==> config.mk <==
export PLATFORM = sky130hd
export DESIGN_NAME = button_click_classifier_core_flat
export DESIGN_NICKNAME = d
export VERILOG_FILES = /design/src/bcc_pkg.sv /design/src/bcc_channels.sv /design/src/button_click_classifier_core.sv /design/src/flat_wrapper.sv
export SDC_FILE = /design/constraint.sdc
export NUM_CORES = 2
export LEC_CHECK = 0
export BUFFER_PORTS_ARGS = -buffer_cell sky130_fd_sc_hd__buf_2
export CAP_MARGIN = 30
export CORE_UTILIZATION = 50
export CTS_BUF_LIST = sky130_fd_sc_hd__clkbuf_8
export CTS_CLUSTER_SIZE = 25
export DETAILED_ROUTE_END_ITERATION = 8
export GPL_ROUTABILITY_DRIVEN = 0
export HOLD_SLACK_MARGIN = 0.1
export PLACE_DENSITY = 0.75
export SLEW_MARGIN = 20
export SYNTH_ARGS = -nofsm -noshare
export SYNTH_HDL_FRONTEND = slang
export SYNTH_SLANG_ARGS = --single-unit
export TNS_END_PERCENT = 30
==> constraint.sdc <==
create_clock -name clock -period 7.8 [get_ports clock]
set_clock_uncertainty 0.2 [all_clocks]
set_input_delay 1.56 -clock clock [delete_from_list [all_inputs] [get_ports clock]]
set_output_delay 1.56 -clock clock [all_outputs]
set_load 0.01 [all_outputs]
==> src/bcc_pkg.sv <==
// ----------------------------------------------------------------------------
// Button click classifier package
// Field widths, command codes and register indexes shared by the channel
// interfaces and the classifier core.
// ----------------------------------------------------------------------------
package bcc_pkg;

   localparam int unsigned BUTTON_W = 5;
   localparam int unsigned COUNT_W  = 16;
   localparam int unsigned CSR_IDX_W  = 1;
   localparam int unsigned CSR_DATA_W = 16;

   localparam logic CMD_SAMPLE = 1'b0;
   localparam logic CMD_TICK   = 1'b1;

   localparam logic [CSR_IDX_W-1:0] CSR_DOUBLE_WINDOW = 1'b0;
   localparam logic [CSR_IDX_W-1:0] CSR_LONG_TIME     = 1'b1;

   localparam logic [COUNT_W-1:0] DOUBLE_WINDOW_RESET = 16'd50;
   localparam logic [COUNT_W-1:0] LONG_TIME_RESET     = 16'd100;

endpackage

==> src/bcc_channels.sv <==
// ----------------------------------------------------------------------------
// Button click classifier channels
// Valid/ready interfaces for the request items and the result items.
// ----------------------------------------------------------------------------
interface bcc_req_if;
   logic                          valid;
   logic                          ready;
   logic                          command;
   logic [bcc_pkg::BUTTON_W-1:0]  button;
   logic                          level;

   modport source (output valid, output command, output button, output level,
                   input ready);
   modport sink (input valid, input command, input button, input level,
                 output ready);
endinterface

interface bcc_rsp_if;
   logic                          valid;
   logic                          ready;
   logic [bcc_pkg::BUTTON_W-1:0]  which_button;
   logic                          press_event;
   logic                          double_event;
   logic                          release_event;
   logic                          final_release_event;
   logic                          single_done_event;
   logic                          long_event;

   modport source (output valid, output which_button, output press_event,
                   output double_event, output release_event,
                   output final_release_event, output single_done_event,
                   output long_event, input ready);
   modport sink (input valid, input which_button, input press_event,
                 input double_event, input release_event,
                 input final_release_event, input single_done_event,
                 input long_event, output ready);
endinterface

==> src/button_click_classifier_core.sv <==
// ----------------------------------------------------------------------------
// Button click classifier core
// An accepted request item goes through the input register, then the result
// register. Throughput: one item per cycle while results are taken; the
// per-button state is read and rewritten in the cycle an item leaves the
// input register. Synchronous active-high reset clears all button state and
// loads the default window and long-press times; no clearing pass is needed.
// ----------------------------------------------------------------------------
module button_click_classifier_core #(
   parameter int unsigned BUTTON_COUNT = 32
) (
   input  logic                                 clock,
   input  logic                                 reset,
   bcc_req_if.sink                              req_chan,
   bcc_rsp_if.source                            rsp_chan,
   input  logic                                 csr_write_en,
   input  logic [bcc_pkg::CSR_IDX_W-1:0]        csr_index,
   input  logic [bcc_pkg::CSR_DATA_W-1:0]       csr_write_data
);

   // Only buttons that the 5-bit index can reach need state.
   localparam int unsigned MAX_BUTTONS = 1 << bcc_pkg::BUTTON_W;
   localparam int unsigned DEPTH = (BUTTON_COUNT < MAX_BUTTONS) ? BUTTON_COUNT
                                                                 : MAX_BUTTONS;
   localparam int unsigned IDX_W = (DEPTH > 1) ? $clog2(DEPTH) : 1;

   typedef struct packed {
      logic                          held;
      logic                          single_pending;
      logic                          release_pending;
      logic [bcc_pkg::COUNT_W-1:0]   double_count;
      logic [bcc_pkg::COUNT_W-1:0]   long_count;
   } btn_state_type;

   logic [bcc_pkg::COUNT_W-1:0] double_window_ff;
   logic [bcc_pkg::COUNT_W-1:0] long_time_ff;

   btn_state_type state_ff [DEPTH];

   logic                          s1_valid_ff;
   logic                          s1_command_ff;
   logic [bcc_pkg::BUTTON_W-1:0]  s1_button_ff;
   logic                          s1_level_ff;

   logic                          out_valid_ff;
   logic [bcc_pkg::BUTTON_W-1:0]  out_button_ff;
   logic                          out_press_ff;
   logic                          out_double_ff;
   logic                          out_release_ff;
   logic                          out_final_ff;
   logic                          out_single_ff;
   logic                          out_long_ff;

   logic          out_free;
   logic          s1_advance;
   logic          req_take;
   logic          in_range;
   logic [IDX_W-1:0] idx;
   btn_state_type cur;
   btn_state_type state_in;
   logic          press_in;
   logic          double_in;
   logic          release_in;
   logic          final_in;
   logic          single_in;
   logic          long_in;

   assign out_free   = !out_valid_ff || rsp_chan.ready;
   assign s1_advance = s1_valid_ff && out_free;
   assign req_chan.ready = !s1_valid_ff || out_free;
   assign req_take   = req_chan.valid && req_chan.ready;

   assign in_range = {4'b0, s1_button_ff} < 9'(BUTTON_COUNT);
   assign idx      = s1_button_ff[IDX_W-1:0];
   assign cur      = state_ff[idx];

   always_comb begin
      state_in   = cur;
      press_in   = 1'b0;
      double_in  = 1'b0;
      release_in = 1'b0;
      final_in   = 1'b0;
      single_in  = 1'b0;
      long_in    = 1'b0;
      if (in_range) begin
         case (s1_command_ff)
            bcc_pkg::CMD_SAMPLE: begin
               if (s1_level_ff && !cur.held) begin
                  state_in.held       = 1'b1;
                  state_in.long_count = long_time_ff;
                  press_in            = 1'b1;
                  if (cur.double_count != '0) begin
                     double_in                = 1'b1;
                     state_in.double_count    = '0;
                     state_in.single_pending  = 1'b0;
                     state_in.release_pending = 1'b0;
                  end else begin
                     state_in.double_count   = double_window_ff;
                     state_in.single_pending = 1'b1;
                  end
               end else if (!s1_level_ff && cur.held) begin
                  state_in.held = 1'b0;
                  release_in    = 1'b1;
                  if (cur.double_count == '0) begin
                     final_in = 1'b1;
                  end else begin
                     state_in.release_pending = 1'b1;
                  end
               end
            end
            bcc_pkg::CMD_TICK: begin
               if (cur.long_count != '0) begin
                  state_in.long_count = cur.long_count - 1'b1;
                  long_in = (cur.long_count == bcc_pkg::COUNT_W'(1)) && cur.held;
               end
               if (cur.double_count != '0) begin
                  state_in.double_count = cur.double_count - 1'b1;
                  // The window closes on this tick: settle what was waiting on it.
                  if (cur.double_count == bcc_pkg::COUNT_W'(1)) begin
                     single_in                = cur.single_pending;
                     final_in                 = cur.release_pending;
                     state_in.single_pending  = 1'b0;
                     state_in.release_pending = 1'b0;
                  end
               end
            end
            default: begin
               state_in = cur;
            end
         endcase
      end
   end

   always_ff @(posedge clock) begin
      if (reset) begin
         double_window_ff <= bcc_pkg::DOUBLE_WINDOW_RESET;
         long_time_ff     <= bcc_pkg::LONG_TIME_RESET;
      end else if (csr_write_en) begin
         case (csr_index)
            bcc_pkg::CSR_DOUBLE_WINDOW: double_window_ff <= csr_write_data;
            bcc_pkg::CSR_LONG_TIME:     long_time_ff     <= csr_write_data;
            default: begin
               double_window_ff <= double_window_ff;
            end
         endcase
      end
   end

   always_ff @(posedge clock) begin
      if (reset) begin
         for (int i = 0; i < DEPTH; i++) begin
            state_ff[i] <= '0;
         end
      end else if (s1_advance && in_range) begin
         state_ff[idx] <= state_in;
      end
   end

   always_ff @(posedge clock) begin
      if (reset) begin
         s1_valid_ff <= 1'b0;
      end else if (req_chan.ready) begin
         s1_valid_ff <= req_chan.valid;
      end
   end

   always_ff @(posedge clock) begin
      if (req_take) begin
         s1_command_ff <= req_chan.command;
         s1_button_ff  <= req_chan.button;
         s1_level_ff   <= req_chan.level;
      end
   end

   always_ff @(posedge clock) begin
      if (reset) begin
         out_valid_ff <= 1'b0;
      end else if (out_free) begin
         out_valid_ff <= s1_valid_ff;
      end
   end

   always_ff @(posedge clock) begin
      if (s1_advance) begin
         out_button_ff  <= s1_button_ff;
         out_press_ff   <= press_in;
         out_double_ff  <= double_in;
         out_release_ff <= release_in;
         out_final_ff   <= final_in;
         out_single_ff  <= single_in;
         out_long_ff    <= long_in;
      end
   end

   assign rsp_chan.valid               = out_valid_ff;
   assign rsp_chan.which_button        = out_button_ff;
   assign rsp_chan.press_event         = out_press_ff;
   assign rsp_chan.double_event        = out_double_ff;
   assign rsp_chan.release_event       = out_release_ff;
   assign rsp_chan.final_release_event = out_final_ff;
   assign rsp_chan.single_done_event   = out_single_ff;
   assign rsp_chan.long_event          = out_long_ff;

endmodule
==> src/flat_wrapper.sv <==
// flat-port wrapper written by rule: the top's interface ports become plain ports
module button_click_classifier_core_flat 
#(
   parameter int unsigned BUTTON_COUNT = 32
)
  (clock, reset, csr_write_en, csr_index, csr_write_data, req_chan_valid, req_chan_command, req_chan_button, req_chan_level, req_chan_ready, rsp_chan_valid, rsp_chan_which_button, rsp_chan_press_event, rsp_chan_double_event, rsp_chan_release_event, rsp_chan_final_release_event, rsp_chan_single_done_event, rsp_chan_long_event, rsp_chan_ready);
  bcc_req_if req_chan_i ();
  bcc_rsp_if rsp_chan_i ();
  input  logic clock;
  input  logic reset;
  input  logic csr_write_en;
  input  logic [bcc_pkg::CSR_IDX_W-1:0] csr_index;
  input  logic [bcc_pkg::CSR_DATA_W-1:0] csr_write_data;
  input wire logic [$bits(req_chan_i.valid)-1:0] req_chan_valid;
  input wire logic [$bits(req_chan_i.command)-1:0] req_chan_command;
  input wire logic [$bits(req_chan_i.button)-1:0] req_chan_button;
  input wire logic [$bits(req_chan_i.level)-1:0] req_chan_level;
  output wire logic [$bits(req_chan_i.ready)-1:0] req_chan_ready;
  output wire logic [$bits(rsp_chan_i.valid)-1:0] rsp_chan_valid;
  output wire logic [$bits(rsp_chan_i.which_button)-1:0] rsp_chan_which_button;
  output wire logic [$bits(rsp_chan_i.press_event)-1:0] rsp_chan_press_event;
  output wire logic [$bits(rsp_chan_i.double_event)-1:0] rsp_chan_double_event;
  output wire logic [$bits(rsp_chan_i.release_event)-1:0] rsp_chan_release_event;
  output wire logic [$bits(rsp_chan_i.final_release_event)-1:0] rsp_chan_final_release_event;
  output wire logic [$bits(rsp_chan_i.single_done_event)-1:0] rsp_chan_single_done_event;
  output wire logic [$bits(rsp_chan_i.long_event)-1:0] rsp_chan_long_event;
  input wire logic [$bits(rsp_chan_i.ready)-1:0] rsp_chan_ready;
  assign req_chan_i.valid = req_chan_valid;
  assign req_chan_i.command = req_chan_command;
  assign req_chan_i.button = req_chan_button;
  assign req_chan_i.level = req_chan_level;
  assign req_chan_ready = req_chan_i.ready;
  assign rsp_chan_valid = rsp_chan_i.valid;
  assign rsp_chan_which_button = rsp_chan_i.which_button;
  assign rsp_chan_press_event = rsp_chan_i.press_event;
  assign rsp_chan_double_event = rsp_chan_i.double_event;
  assign rsp_chan_release_event = rsp_chan_i.release_event;
  assign rsp_chan_final_release_event = rsp_chan_i.final_release_event;
  assign rsp_chan_single_done_event = rsp_chan_i.single_done_event;
  assign rsp_chan_long_event = rsp_chan_i.long_event;
  assign rsp_chan_i.ready = rsp_chan_ready;
  button_click_classifier_core #(.BUTTON_COUNT(BUTTON_COUNT)) u_core (.clock(clock), .reset(reset), .req_chan(req_chan_i), .rsp_chan(rsp_chan_i), .csr_write_en(csr_write_en), .csr_index(csr_index), .csr_write_data(csr_write_data));
endmodule
==> flow_summary_export.csv <==
group,metric,value,unit
status,status,"finished with violations",
status,violations,"DRC",
route,wirelength,173000,µm
clock_tree,cts_max_level,4,
pwr,p_per_area,242,mW/mm²
pwr,power.leakage,0.0213,µW
critical_path,reg2reg_slack,1.84,ns
run,maxCapViolations,0,
route,drt_first_iter_violations,6389,
critical_path,crit_required,8.20,ns
global_routing,grt_pass1_vias,35600,
global_routing,grt_pass1_wl,244000,µm
critical_path,endpoint_kind,"flip-flop",
critical_path,cp_max_fo,60,
route,antenna_left,0,
floorplan,io_pins,42,
pwr,comb_power_share,14.4,%
synth,synth_top_area_cell,"edfxtp_1",
final_layout,fill_cells,8412,
clock_tree,path_clk_slew,0.06,ns
pwr,p_sw_share,28.4,%
worst_hold_path,holdPathStages,2,
timing,worstMarginPinSlew,1.11,ns
synth,synth_edf_count,1138,
clock_tree,postCtsSetupBuffers,0,
clock_tree,cts-root-buf,"clkbuf_8",
pwr,p_switching,4020,µW
global_routing,antenna_found_initial,3,
critical_path,r2r-end,"u_core.state_ff[20][22]",
placement,dp_hpwl,95500,µm
synth,synthDistinctLibCells,97,
route,first_pass_iters,9,
pwr,pwr-share-clk,34.4,%
critical_path,startpoint_type,"flip-flop",
clock_tree,clk_path_buf_depth,3,
floorplan,start_util,50.6,%
final_layout,nets,4132,
timing,slew_viol_final,0,
clock_tree,clk_latency,0.91,ns
critical_path,crit_end,"u_core.state_ff[20][22]",
global_routing,grt-ovfl-total,0,
pwr,p_int,10100,µW
clock_tree,clkSinkCount,1177,
floorplan,die_x,329,µm
clock_tree,cts_resized,0,
floorplan,chipHeight,329,µm
route,drc,2,
timing,min_period_over_period,76.4,%
timing,rsz0062_at_grt,"false",
synth,synth_top_area_share,63.8,%
final_layout,area_delta_synth_final,9.27,%
floorplan,fp-row-count,119,
synth,yosys-top-cells-area,"edfxtp_1, mux2i_1, nor2_1",
critical_path,reg2regPathDepth,12,
route,num_vias,37300,
route,wl_per_cell,30.7,µm
timing,setup_viol,0,
worst_hold_path,min_path_type,"reg -> reg",
route,viasPerCell,6.62,
synth,mappedNetlistNets,4139,
clock_tree,cts_tree,"done",
synth,ys_seq_area_share,65.3,%
placement,dp_slack,2.07,ns
placement,io_buffers,41,
critical_path,critPathArrivalTime,6.36,ns
synth,ys.flop_type,"edfxtp_1",
timing,finalHoldViolCount,0,
final_layout,drive_gt1_share,16.9,%
synth,synth_area,0.0535,mm²
synth,yosysWarnings,0,
global_routing,grt.total_usage,31.6,%
global_routing,grt_max_degree,97,
synth,async_flop_share,0,%
timing,min_period,5.96,ns
synth,synth.avg_cell_area,13.0,µm²
clock_tree,cts_hold_buf,0,
floorplan,design.die.area,0.108,mm²
timing,setup-tns-final,0,ns
clock_tree,numCtsBuffers,187,
pwr,ir_drop,0.000197,V
synth,ys_seq_elements,1177,
floorplan,core_area,0.106,mm²
pwr,power_frac_seq,51.2,%
critical_path,worstSetupPathType,"reg -> reg",
timing,slew_headroom,26.1,%
timing,maxClockFrequency,168,MHz
timing,fin_ws,1.84,ns
synth,post_synth_inst_count,4104,
-- kinds of logic (layout without fill, tap and decap cells) --
kind of cell	after synthesis	in the layout	share of synthesized area [%]
AO/OA/AOI/OAI	483	483	6.45
flip-flops	1177	1177	65.3
other	0	3	0
AND/OR/NAND/NOR	1499	1499	12.2
multiplexers	531	531	11.7
adder cells (fa/ha/maj)	6	6	0.140
buffers and inverters	408	548	4.21
-- Yosys cell counts (9+ instances only) --
cell and number:
a211oi_1 10, a21oi_1 145, a21oi_2 45, a22oi_1 187, a31oi_1 9, and2_1 13
and4_1 15, buf_2 125, buf_4 30, buf_6 45, clkbuf_1 179, dfxtp_1 39
edfxtp_1 1138, inv_1 10, mux2_2 12, mux2i_1 444, mux4_2 72, nand2_1 163
nand2b_1 38, nand3_1 119, nand3b_1 9, nand4_1 29, nor2_1 947, nor2_2 41
nor2b_1 10, nor3_1 58, o21ai_0 18
-- registers in the layout, indices dropped and copies added (netlist names), named ones only --
name and cells:
u_core.rsp_chan.long_event 1, u_core.rsp_chan.final_release_event 1, u_core.rsp_chan.press_event 1, u_core.idx 5, u_core.s1_command_ff 1, u_core.rsp_chan.single_done_event 1, u_core.s1_valid_ff 1, u_core.s1_level_ff 1
u_core.rsp_chan.release_event 1, u_core.rsp_chan.valid 1, u_core.state_ff 1120, u_core.rsp_chan.which_button 5, u_core.double_window_ff 16, u_core.rsp_chan.double_event 1, u_core.long_time_ff 16
-- how the worst min path moves through the flow --
stage,startpoint,endpoint,slack [ns]
global route,u_core.long_time_ff[11],u_core.long_time_ff[11],0.27
global placement,u_core.long_time_ff[0],u_core.long_time_ff[0],0.24
finish,u_core.long_time_ff[13],u_core.long_time_ff[13],0.26
floorplan,u_core.idx[0],u_core.rsp_chan.which_button[0],0.22
CTS,u_core.long_time_ff[12],u_core.long_time_ff[12],0.26
detailed placement,u_core.double_window_ff[14],u_core.double_window_ff[14],0.25
-- metal layers --
| metal | GRT usage, % | wire length [µm] |
|---|---|---|
| met1 | 41.7 | 59300 |
| met2 | 46.6 | 75100 |
| met3 | 10.8 | 29100 |
| met4 | 15.5 | 9300 |
| met5 | 0.565 | 94 |
-- through the flow --
stage | cells | area, µm² | hold WS [ns] | power (µW) | utilization, %
CTS | 5632 | 58400 | 0.258 | 14000 | 55.3
global placement | 5275 | 54700 | 0.241 | 9230 | 51.8
global route | 5636 | 58500 | 0.274 | 14500 | 55.3
detailed placement | 5296 | 55100 | 0.248 | 9320 | 52.1
finish | 5638 | 58500 | 0.264 | 14100 | 55.3
floorplan | 4104 | 53500 | 0.224 | 8710 | -
-- power by group through the flow --
stage	registers (µW)	logic, µW	clock network (µW)
after CTS	7240	1960	4840
after detailed placement	7370	1960	0
final	7240	2040	4860
after floorplan	7330	1380	0
after global routing	7250	2110	5110
after global placement	7350	1880	0
-- worst max-delay path, stage by stage (launching register included) --
cell and delay, ns:
dfxtp_4 0.85, buf_12 0.43, buf_12 0.42, mux2i_1 0.23, a22oi_1 0.18, nand3_1 0.15, nand4_1 0.47, nor3_2 0.61
and4_1 0.64, a2111oi_0 0.29, nor3_4 0.71, buf_8 0.24, nor2_1 0.06
-- cells in the final DEF (no fill, tap or decap), types with 7 or more instances in the layout --
cell      count
nand4_1      29
nor3_1       58
and2_1       12
buf_2        42
a211oi_1      9
mux4_2       72
mux2_2       12
nand3_1     118
clkinv_2     14
nand3b_1      9
buf_4       126
nand2_1     134
o21ai_0      18
buf_12       14
a21oi_1     144
inv_1        82
a22oi_1     187
nor2_1      943
clkinv_1     46
edfxtp_1   1138
and3_1        8
buf_8         7
nand2_2      31
nor2_2       43
a21oi_2      46
and4_1       15
nand2b_2     31
clkbuf_8    189
mux2i_1     444
dfxtp_1      35
-- area by class of cell --
| cell class | instances | area (µm²) | share of cell area (%) |
|---|---|---|---|
| clock inverters | 147 | 748 | 1.28 |
| multi-input cells | 2519 | 16700 | 28.5 |
| inverters | 13 | 48.8 | 0.0834 |
| clock buffers | 189 | 2600 | 4.45 |
| flip-flops and latches | 1177 | 35000 | 59.8 |
| repair buffers | 199 | 1720 | 2.94 |
| well taps | 1391 | 1740 | 2.98 |
| diodes | 3 | 7.51 | 0.0128 |
Power figures use the tool's default switching activity.
